File: src/hdl/pdlc_pkg.sv
// Package for the combination lock controller: item types, codes and constants.
// Used by pdlc_core, pdlc_out_fifo and password_door_lock_controller.
`default_nettype none

package pdlc_pkg;

  localparam int CODE_LENGTH_DEF = 5;
  localparam int OUT_DEPTH       = 4;

  localparam logic [7:0] OPEN_BYTE        = 8'd45;
  localparam logic [7:0] CHANGE_BYTE      = 8'd43;
  localparam logic [7:0] MOTOR_TICKS_RST  = 8'd15;
  localparam logic [2:0] MAX_ATTEMPTS_RST = 3'd3;

  localparam logic [1:0] KIND_START = 2'd0;
  localparam logic [1:0] KIND_BYTE  = 2'd1;
  localparam logic [1:0] KIND_TICK  = 2'd2;

  localparam logic [1:0] REG_MOTOR_TICKS  = 2'd0;
  localparam logic [1:0] REG_MAX_ATTEMPTS = 2'd1;

  typedef struct packed {
    logic [1:0] kind;
    logic [7:0] data_byte;
  } in_item_t;

  typedef struct packed {
    logic reply_valid;
    logic reply_value;
    logic motor_forward;
    logic motor_reverse;
    logic alarm_on;
    logic last;
  } out_item_t;

  // One accepted item leaves one result, or a pair when pair is set.
  typedef struct packed {
    logic      push;
    logic      pair;
    out_item_t first;
    out_item_t second;
  } result_push_t;

endpackage

`default_nettype wire

File: src/hdl/password_door_lock_controller.sv
// Combination lock controller, top level. Each accepted item's results are written into
// the result buffer and offered on the output in order, a pair's first item ahead of its second.
// Throughput: one item per cycle while the result buffer has room for a pair (in_ready);
// a correct code change leaves a pair of results on the output.
// Reset (synchronous): waits for start, no code present, alarm off, motor_ticks 15,
// max_attempts 3, result buffer empty; code stores hold no defined value.
`default_nettype none

module password_door_lock_controller #(
  parameter int CODE_LENGTH = pdlc_pkg::CODE_LENGTH_DEF
) (
  input  wire logic               clk,
  input  wire logic               rst,
  input  wire logic               in_valid,
  output logic                    in_ready,
  input  wire pdlc_pkg::in_item_t in_data,
  output logic                    out_valid,
  input  wire logic               out_ready,
  output pdlc_pkg::out_item_t     out_data,
  input  wire logic               cfg_wr_en,
  input  wire logic [1:0]         cfg_index,
  input  wire logic [7:0]         cfg_data
);
  import pdlc_pkg::*;

  result_push_t results;
  logic         fire;

  assign fire = in_valid && in_ready;

  pdlc_core #(
    .CODE_LENGTH(CODE_LENGTH)
  ) u_core (
    .clk      (clk),
    .rst      (rst),
    .fire     (fire),
    .item     (in_data),
    .cfg_wr_en(cfg_wr_en),
    .cfg_index(cfg_index),
    .cfg_data (cfg_data),
    .results  (results)
  );

  pdlc_out_fifo u_out_fifo (
    .clk      (clk),
    .rst      (rst),
    .results  (results),
    .space    (in_ready),
    .out_valid(out_valid),
    .out_ready(out_ready),
    .out_data (out_data)
  );

  a_accept_fills: assert property (@(posedge clk) disable iff (rst)
    fire |=> out_valid)
    else $error("accepted item left no result");

  a_pair_head: assert property (@(posedge clk) disable iff (rst)
    out_valid && !out_data.last |-> out_data.reply_valid && out_data.reply_value)
    else $error("non-final result is not an accept reply");

  a_motor_excl: assert property (@(posedge clk) disable iff (rst)
    out_valid |-> !(out_data.motor_forward && out_data.motor_reverse))
    else $error("motor driven both ways");

  a_reply_value: assert property (@(posedge clk) disable iff (rst)
    out_valid && out_data.reply_value |-> out_data.reply_valid)
    else $error("reply value without reply");

endmodule

`default_nettype wire

File: src/hdl/pdlc_core.sv
// Lock state machine, code stores and configuration registers.
// Depends on pdlc_pkg; produces the results of each accepted item in the same cycle.
`default_nettype none

module pdlc_core #(
  parameter int CODE_LENGTH = pdlc_pkg::CODE_LENGTH_DEF
) (
  input  wire logic                   clk,
  input  wire logic                   rst,
  input  wire logic                   fire,
  input  wire pdlc_pkg::in_item_t     item,
  input  wire logic                   cfg_wr_en,
  input  wire logic [1:0]             cfg_index,
  input  wire logic [7:0]             cfg_data,
  output pdlc_pkg::result_push_t      results
);
  import pdlc_pkg::*;

  localparam int POS_W = $clog2(CODE_LENGTH + 1);
  localparam int IDX_W = (CODE_LENGTH > 1) ? $clog2(CODE_LENGTH) : 1;
  localparam logic [POS_W-1:0] LAST_POS = POS_W'(CODE_LENGTH);

  typedef enum logic [6:0] {
    PH_WAIT_START    = 7'b0000001,
    PH_SETUP_FIRST   = 7'b0000010,
    PH_SETUP_CONFIRM = 7'b0000100,
    PH_IDLE          = 7'b0001000,
    PH_ATTEMPT       = 7'b0010000,
    PH_MOTOR_FWD     = 7'b0100000,
    PH_MOTOR_REV     = 7'b1000000
  } phase_t;

  logic [7:0]       motor_ticks;
  logic [2:0]       max_attempts;
  logic [7:0]       stored_code [CODE_LENGTH];
  logic [7:0]       first_entry [CODE_LENGTH];

  phase_t           phase, phase_next;
  logic             code_present, code_present_next;
  logic [POS_W-1:0] byte_position, byte_position_next;
  logic             mismatch_seen, mismatch_seen_next;
  logic [2:0]       tries_used, tries_used_next;
  logic             request_is_change, request_is_change_next;
  logic [7:0]       tick_count, tick_count_next;
  logic             alarm_latch, alarm_latch_next;

  logic             first_we;
  logic             store_en;
  logic [1:0]       reply_cnt;
  logic             reply_val;

  logic [IDX_W-1:0] idx;
  logic [POS_W-1:0] pos_inc;
  logic             pos_ok;
  logic             pos_done;
  logic             miss_first;
  logic             miss_stored;
  logic [7:0]       tick_inc;
  logic [2:0]       tries_inc;

  assign idx         = byte_position[IDX_W-1:0];
  assign pos_inc     = byte_position + 1'b1;
  assign pos_ok      = byte_position < LAST_POS;
  assign pos_done    = pos_inc == LAST_POS;
  assign miss_first  = item.data_byte != first_entry[idx];
  assign miss_stored = item.data_byte != stored_code[idx];
  assign tick_inc    = tick_count + 8'd1;
  assign tries_inc   = tries_used + 3'd1;

  always_comb begin
    phase_next             = phase;
    code_present_next      = code_present;
    byte_position_next     = byte_position;
    mismatch_seen_next     = mismatch_seen;
    tries_used_next        = tries_used;
    request_is_change_next = request_is_change;
    tick_count_next        = tick_count;
    alarm_latch_next       = alarm_latch;
    first_we               = 1'b0;
    store_en               = 1'b0;
    reply_cnt              = 2'd0;
    reply_val              = 1'b0;

    case (item.kind)
      KIND_START: begin
        tick_count_next  = 8'd0;
        alarm_latch_next = 1'b0;
        reply_cnt        = 2'd1;
        if (code_present) begin
          phase_next = PH_IDLE;
          reply_val  = 1'b1;
        end else begin
          phase_next         = PH_SETUP_FIRST;
          byte_position_next = '0;
          mismatch_seen_next = 1'b0;
        end
      end
      KIND_BYTE: begin
        unique case (phase)
          PH_SETUP_FIRST: begin
            if (pos_ok) begin
              first_we           = 1'b1;
              byte_position_next = pos_inc;
              if (pos_done) begin
                phase_next         = PH_SETUP_CONFIRM;
                byte_position_next = '0;
                mismatch_seen_next = 1'b0;
              end
            end
          end
          PH_SETUP_CONFIRM: begin
            if (pos_ok) begin
              mismatch_seen_next = mismatch_seen | miss_first;
              byte_position_next = pos_inc;
              if (pos_done) begin
                reply_cnt          = 2'd1;
                byte_position_next = '0;
                mismatch_seen_next = 1'b0;
                if (!(mismatch_seen | miss_first)) begin
                  store_en          = 1'b1;
                  code_present_next = 1'b1;
                  phase_next        = PH_IDLE;
                  reply_val         = 1'b1;
                end else begin
                  phase_next = PH_SETUP_FIRST;
                end
              end
            end
          end
          PH_IDLE: begin
            if (item.data_byte == OPEN_BYTE || item.data_byte == CHANGE_BYTE) begin
              request_is_change_next = item.data_byte == CHANGE_BYTE;
              tries_used_next        = 3'd0;
              byte_position_next     = '0;
              mismatch_seen_next     = 1'b0;
              phase_next             = PH_ATTEMPT;
            end
          end
          PH_ATTEMPT: begin
            if (pos_ok) begin
              mismatch_seen_next = mismatch_seen | miss_stored;
              byte_position_next = pos_inc;
              if (pos_done) begin
                byte_position_next = '0;
                reply_cnt          = 2'd1;
                if (!(mismatch_seen | miss_stored)) begin
                  reply_val = 1'b1;
                  if (request_is_change) begin
                    // Drop the code and prompt for a new one right away.
                    code_present_next  = 1'b0;
                    alarm_latch_next   = 1'b0;
                    phase_next         = PH_SETUP_FIRST;
                    mismatch_seen_next = 1'b0;
                    reply_cnt          = 2'd2;
                  end else begin
                    phase_next      = PH_MOTOR_FWD;
                    tick_count_next = 8'd0;
                  end
                end else begin
                  tries_used_next    = tries_inc;
                  mismatch_seen_next = 1'b0;
                  if (tries_inc >= max_attempts || tries_inc == 3'd0) begin
                    alarm_latch_next = 1'b1;
                    phase_next       = PH_IDLE;
                  end
                end
              end
            end
          end
          default: begin
          end
        endcase
      end
      KIND_TICK: begin
        if (phase == PH_MOTOR_FWD || phase == PH_MOTOR_REV) begin
          tick_count_next = tick_inc;
          if (tick_inc == motor_ticks) begin
            tick_count_next = 8'd0;
            phase_next      = (phase == PH_MOTOR_FWD) ? PH_MOTOR_REV : PH_IDLE;
          end
        end
      end
      default: begin
      end
    endcase
  end

  // Result items carry the motor and alarm state after this item.
  always_comb begin
    results.push                 = fire;
    results.pair                 = reply_cnt == 2'd2;
    results.first.reply_valid    = reply_cnt != 2'd0;
    results.first.reply_value    = reply_val;
    results.first.motor_forward  = phase_next == PH_MOTOR_FWD;
    results.first.motor_reverse  = phase_next == PH_MOTOR_REV;
    results.first.alarm_on       = alarm_latch_next;
    results.first.last           = reply_cnt != 2'd2;
    results.second               = results.first;
    results.second.reply_value   = 1'b0;
    results.second.last          = 1'b1;
  end

  always_ff @(posedge clk) begin
    if (rst) begin
      motor_ticks       <= MOTOR_TICKS_RST;
      max_attempts      <= MAX_ATTEMPTS_RST;
      phase             <= PH_WAIT_START;
      code_present      <= 1'b0;
      byte_position     <= '0;
      mismatch_seen     <= 1'b0;
      tries_used        <= 3'd0;
      request_is_change <= 1'b0;
      tick_count        <= 8'd0;
      alarm_latch       <= 1'b0;
    end else begin
      if (cfg_wr_en && cfg_index == REG_MOTOR_TICKS) begin
        motor_ticks <= cfg_data;
      end
      if (cfg_wr_en && cfg_index == REG_MAX_ATTEMPTS) begin
        max_attempts <= cfg_data[2:0];
      end
      if (fire) begin
        phase             <= phase_next;
        code_present      <= code_present_next;
        byte_position     <= byte_position_next;
        mismatch_seen     <= mismatch_seen_next;
        tries_used        <= tries_used_next;
        request_is_change <= request_is_change_next;
        tick_count        <= tick_count_next;
        alarm_latch       <= alarm_latch_next;
      end
    end
  end

  always_ff @(posedge clk) begin
    if (fire && first_we) begin
      first_entry[idx] <= item.data_byte;
    end
    if (fire && store_en) begin
      for (int i = 0; i < CODE_LENGTH; i++) begin
        stored_code[i] <= first_entry[i];
      end
    end
  end

endmodule

`default_nettype wire

File: src/hdl/pdlc_out_fifo.sv
// Result buffer: takes one or two result items per cycle, hands out one while out_ready is high.
// Depends on pdlc_pkg for the item and push types.
`default_nettype none

module pdlc_out_fifo (
  input  wire logic                   clk,
  input  wire logic                   rst,
  input  wire pdlc_pkg::result_push_t results,
  output logic                        space,
  output logic                        out_valid,
  input  wire logic                   out_ready,
  output pdlc_pkg::out_item_t         out_data
);
  import pdlc_pkg::*;

  localparam int PTR_W = $clog2(OUT_DEPTH);
  localparam int CNT_W = $clog2(OUT_DEPTH + 1);

  out_item_t        entries [OUT_DEPTH];
  logic [PTR_W-1:0] wr_ptr, wr_ptr_next;
  logic [PTR_W-1:0] rd_ptr;
  logic [CNT_W-1:0] count, count_next;
  logic             pop;
  logic [CNT_W-1:0] push_cnt;

  assign out_valid = count != '0;
  assign out_data  = entries[rd_ptr];
  assign pop       = out_valid && out_ready;
  // Keep room for a pair whatever the output side does.
  assign space     = count <= CNT_W'(OUT_DEPTH - 2);
  assign push_cnt  = !results.push ? CNT_W'(0) : (results.pair ? CNT_W'(2) : CNT_W'(1));
  assign wr_ptr_next = wr_ptr + 1'b1;
  assign count_next  = count + push_cnt - CNT_W'(pop);

  always_ff @(posedge clk) begin
    if (rst) begin
      wr_ptr <= '0;
      rd_ptr <= '0;
      count  <= '0;
    end else begin
      wr_ptr <= wr_ptr + push_cnt[PTR_W-1:0];
      if (pop) begin
        rd_ptr <= rd_ptr + 1'b1;
      end
      count <= count_next;
    end
  end

  always_ff @(posedge clk) begin
    if (results.push) begin
      entries[wr_ptr] <= results.first;
      if (results.pair) begin
        entries[wr_ptr_next] <= results.second;
      end
    end
  end

endmodule

`default_nettype wire
File: config.mk
export PLATFORM = sky130hd
export DESIGN_NAME = password_door_lock_controller
export DESIGN_NICKNAME = d
export VERILOG_FILES = /design/src/hdl/pdlc_pkg.sv /design/src/hdl/password_door_lock_controller.sv /design/src/hdl/pdlc_core.sv /design/src/hdl/pdlc_out_fifo.sv
export SDC_FILE = /design/constraint.sdc
export NUM_CORES = 1
export LEC_CHECK = 0
export BUFFER_PORTS_ARGS = -buffer_cell sky130_fd_sc_hd__buf_4
export CAP_MARGIN = 20
export CORE_MARGIN = 4
export CORE_UTILIZATION = 61
export DETAILED_ROUTE_END_ITERATION = 8
export PLACE_DENSITY = 0.79
export SLEW_MARGIN = 15
export SYNTH_ARGS = -nofsm -noshare
export SYNTH_HDL_FRONTEND = slang
export SYNTH_SLANG_ARGS = --single-unit
File: constraint.sdc
create_clock -name clk -period 5.6 [get_ports clk]
set_input_delay 0.84 -clock clk [delete_from_list [all_inputs] [get_ports clk]]
set_output_delay 0.84 -clock clk [all_outputs]
set_load 0.02 [all_outputs]
### Word level (Yosys, flattened, before mapping)

Memories as Yosys holds them, arrays and structs flattened. A register that Yosys moved wholly into a read port is not among the register bits.
Cells that the tools add are included.

| operators by class | value |
|---|---|
| $add $sub $neg | 8 |
| order comparisons | 3 |
| equal/unequal tests | 43 |
| muxes and demuxes | 99 |
| bitwise operators | 2 |
| reductions and logical operators | 25 |

Operator list:

| cell | count |
|---|---|
| two-way mux 7 bit | 12 |
| two-way mux 8 bit | 7 |
| two-way mux 1 bit | 43 |
| two-way mux 3 bit | 12 |
| one-hot mux 7 bit (4 select lines) | 1 |
| one-hot mux 8 bit (3 select lines) | 1 |
| inequality test 2 x 1 -> 1 bit (second input constant) | 11 |
| one-hot mux 7 bit (3 select lines) | 1 |
| inequality test 3 x 2 -> 1 bit (second input constant) | 6 |
| one-hot mux 3 bit (2 select lines) | 3 |
| == test 8 x 6 -> 1 bit (second input constant) | 2 |
| two-way mux 2 bit | 8 |
| inequality test 8 bit | 2 |
| == test 7 x 6 -> 1 bit (second input constant) | 2 |
| == test 7 bit (second input constant) | 2 |
| inequality test 2 bit (second input constant) | 6 |
| one-hot mux 1 bit (2 select lines) | 5 |
| AND reduction 10 bit | 1 |
| AND reduction 9 bit | 1 |
| adder 8 x 1 -> 8 bit (second input constant) | 1 |
| == test 8 bit | 1 |
| two-way mux 4 bit | 2 |
| one-hot mux 2 bit (2 select lines) | 2 |
| AND reduction 8 bit | 1 |
| 30 further kinds | 47 |

| word-level totals | value |
|---|---|
| register bits | 43 |
| RAM bits | 104 |
| input bits | 25 |
| logic and storage cells | 196 |
| memories kept | 3 |

Memory list:

| name | depth | bits a word | read ports | clocked after Yosys merged registers in | write ports | line | source |
|---|---|---|---|---|---|---|---|
| u_core.first_entry | 5 | 8 | 6 | 1 | 1 | pdlc_core.sv:36 | `logic [7:0] first_entry [CODE_LENGTH];` |
| u_core.stored_code | 5 | 8 | 1 | 1 | 5 | pdlc_core.sv:35 | `logic [7:0] stored_code [CODE_LENGTH];` |
| u_out_fifo.entries | 4 | 6 | 1 | 1 | 2 | pdlc_out_fifo.sv:19 | `out_item_t entries [OUT_DEPTH];` |

### Depth between registers and ports, before layout

| depth | value |
|---|---|
| depth in word-level cells | 12 |
| depth in mapped cells | 15 |
| depth with buffers taken out | 13 |

### By module

From an unflattened synthesis, not the netlist that was laid out.

| unflattened totals | value |
|---|---|
| cells, all modules | 674 |
| area, all modules | 8563.2 sq um |

Modules (own cells, without submodules):

| module | times used | cells each | area each (sq um) |
|---|---|---|---|
| pdlc_core | 1 | 564 | 6936.7 |
| pdlc_out_fifo | 1 | 109 | 1620.3 |
| password_door_lock_controller | 1 | 1 | 6.3 |

### Worst setup path before layout

Ideal clock, no wire load.

| timing path | value |
|---|---|
| path kind | flip-flop to flip-flop |
| start point | reg (tool-made name) |
| end point | mem u_core.stored_code[0][0] (enable) |
| setup time | 0.438 ns |
| arrival | 3.573 ns |
| required time | 5.162 ns |
| path slack | 1.590 ns |
| stages on the path, launching flop included | 9 |
| buffers on the path | 2 |
| period minus slack after synthesis | 4.010 ns |
| cells stage by stage | dfxtp_1 -> buf_2 -> clkbuf_1 -> mux4_2 -> mux2i_1 -> xnor2_1 -> nor4b_1 -> nand4_1 -> nor2_1 |

RTL lines:

| what | line |
|---|---|
| to (decl) | pdlc_core.sv:35 |

==> results.md <==
- Status: complete, no violations
- Sw Share: about a quarter
- CP arrival: roughly 4.4 ns
- First-pass GRT wire length: 29.9 mm
- Final Max Slew Viols: 0
- I/O Pins: 33
- Commonest non-fill, non-tap cell in the layout: edfxtp_1
- Die Height: around 130 microns
- DRC viols: 0
- Clock share of power: 38.5%
- Pre-CTS WS: 1.56 ns
- Crit start category: register
- First-pass DRT Iterations: 5
- Area delta synth->final: 13.3%
- Synthesized instance count: 695
- Crit. End Element: register
- Num rows: 42
- Post-route cell area: 0.00949 sq mm
- Max Clk Rate: approximately 250 MHz
- Period utilization: 72.7%
- Clock Skews: around 0.010 ns
- Clock Tree Buf Depth: 2
- Syn avg cell area: 12.0 sq um
- Crit path max fanout: 19
- Die area: 0.0157 sq mm
- Total gr overflow: 0
- Max_cap viols: 0
- Int Pwr: 2.39 mW
- GP Congestion: roughly 0.94
- Fillers: approximately 960
- Width of the die: between 100 and 150 microns
- Ant. Diodes: 0
- Cts hold-fix bufs: 0
- Number of synthesized flops with an enable pin: 120
- Hold path start: u_core.first_entry[2][1]
- Antenna violations before repair: 0
- Switching pwr: 0.813 mW
- Worst skew pair latency: 0.43 ns
- ANT nets after route: 0
- Synth Cell Area: 0.00837 sq mm
- Kind of critical path: register to register
- WL/cell: ~20 microns
- Final TNS setup: 0 ns
- H-tree levels: 4
- Routed WL: about 19 mm
- CTS resizes: 0
- Sequential Area: between 0.004 and 0.005 sq mm
- Hold WS: 0.448 ns
- Hpwl dp: 12.7 mm
- Post-DP Area: 0.00881 sq mm
- Post-CTS Setup Bufs: 0
- All-Layer GR Usage: 24.2%
- Largest net degree at the start of global routing: 45
- Final Hold Viols: 0
- Clock Pin Slew Worst Setup and Hold Paths: 0.07 ns
- Hold Crit Class: register to register
- Asr flop ratio synth: 0%
- Seq/Total Area, Yosys: 56.4%
- Yosys reg bits: 176
- Cts bufs inserted: 17
- PD cells: roughly 340 mW/mm^2
- IO buf count: 32
- TritonCTS clock tree: built
- Via/cell ratio: 6.28
- Clock sinks: about 180
- Max-Slew Margin vs Limit: 31.2%
- Final worst setup slack: 1.53 ns
- Setup violations, final: 0
- Yosys warnings: 0
- Ys flop type: edfxtp_1
- Combinational Power Share: 13.5%
- Worst-margin pin slew: around 1.0 ns
- RSZ-0062 raised after global routing: false
- CTS Root Cell: clkbuf_16
- Reg power frac: 48.0%
- Nets@finish: 778
- Synth cell types: 71
- Maximum vdd ir drop: approximately 180 uV
- Vias in the first global route: 5662
- WP data required: 5.90 ns
- Minimum clock period: 4.07 ns
- Core Footprint: 0.0133 sq mm
- Total number of vias: 5832
- Multi-input logic area: 0.00350 sq mm
- Commonest non-fill, non-tap cells in the layout: edfxtp_1, nor2_1, dfxtp_1
- Lkg Pwr: 3.25 nW
- Share of post-route cells with drive strength above 1: 13.5%
- Tot Pwr: 3.21 mW
- 1st-iter DRT viols: 582
- Initial core utilization: between 60% and 70%
[per-layer routing]
metal  part of all wire (%)  vias up  global-route usage, %
met1                     42     2828                   33.9
li1                       -     2698                      -
met4                    1.9        0                   7.40
met5                      0        -                      0
met3                    8.9       38                   5.97
met2                     47      268                   37.8
[final timing paths]
path	end	slack [ns]	cells after the start
max reg2reg	u_out_fifo.count[2]	1.53	12
min reg2reg	u_core.stored_code[2][1]	0.45	0
min	u_core.stored_code[2][1]	0.45	0
max	u_out_fifo.count[2]	1.53	12
[kinds of logic after synthesis]
logic type	synth area share (%)
buf+inv	2.96
mux	10.1
xor+xnor	3.56
flops	56.4
compound gates	10.6
simple gates	14.2
fa+ha+maj	2.03
other cells	0.0448
[stage by stage]
step | instances | util, %
final | 929 | 71.1
after global placement | 895 | 66.0
after CTS | 927 | 70.6
after detailed placement | 895 | 66.0
after global routing | 929 | 71.1
after floorplan | 718 | -
[synth_stat cells, drive strengths merged (16+ instances only)]
library cell  number  area (sq um)
edfxtp           120          3600
nor2              67           251
dfxtp             56          1120
a21oi             34           170
nand2             33           124
clkbuf            28           105
mux2i             27           270
xnor2             25           219
mux4              24           544
nor3              23           115
o21ai             23           115
inv               22          82.6
and3              16           100
nand3             16          80.1
[power by group through the flow]
stage               clock network, mW  logic (mW)  registers (mW)
global route                     1.30       0.476            1.55
CTS                              1.24       0.429            1.54
global placement                    0       0.415            1.56
finish                           1.24       0.431            1.54
floorplan                           0       0.332            1.52
detailed placement                  0       0.427            1.56
[sequential cells by signal (all words and copies together), names as in the netlist, named ones only]
| register | cells |
|---|---|
| u_core.phase | 7 |
| u_out_fifo.count | 3 |
| u_out_fifo.wr_ptr | 2 |
| u_core.stored_code | 40 |
| u_core.byte_position | 3 |
| u_out_fifo.rd_ptr | 2 |
| u_core.max_attempts | 3 |
| u_core.alarm_latch | 1 |
| u_core.request_is_change | 1 |
| u_core.tick_count | 8 |
| u_core.code_present | 1 |
| u_core.mismatch_seen | 1 |
| u_core.tries_used | 3 |
| u_out_fifo.entries | 24 |
| u_core.first_entry | 64 |
| u_core.motor_ticks | 8 |
[critical path, cell delays in order (launching register included)]
cell and delay (ns):
dfxtp_1 0.93, mux4_2 0.42, mux2i_1 0.25, a22oi_1 0.13, a221o_1 0.34, nor3_1 0.23, buf_4 0.24, nand4_1 0.19
ha_1 0.37, fa_1 0.44, xnor2_1 0.19, xnor2_1 0.14, nor2_1 0.06
[cell type report]
cell class                      instances  share of cell area [%]
Clock inverter                         10                    1.57
Timing Repair Buffer                   40                    3.59
Multi-Input combinational cell        482                    36.9
Inverter                               23                   0.910
Clock buffer                           22                    4.89
Sequential cell                       176                    49.8
Tap cell                              176                    2.32
No activity file was read; power rests on OpenSTA's default activity.
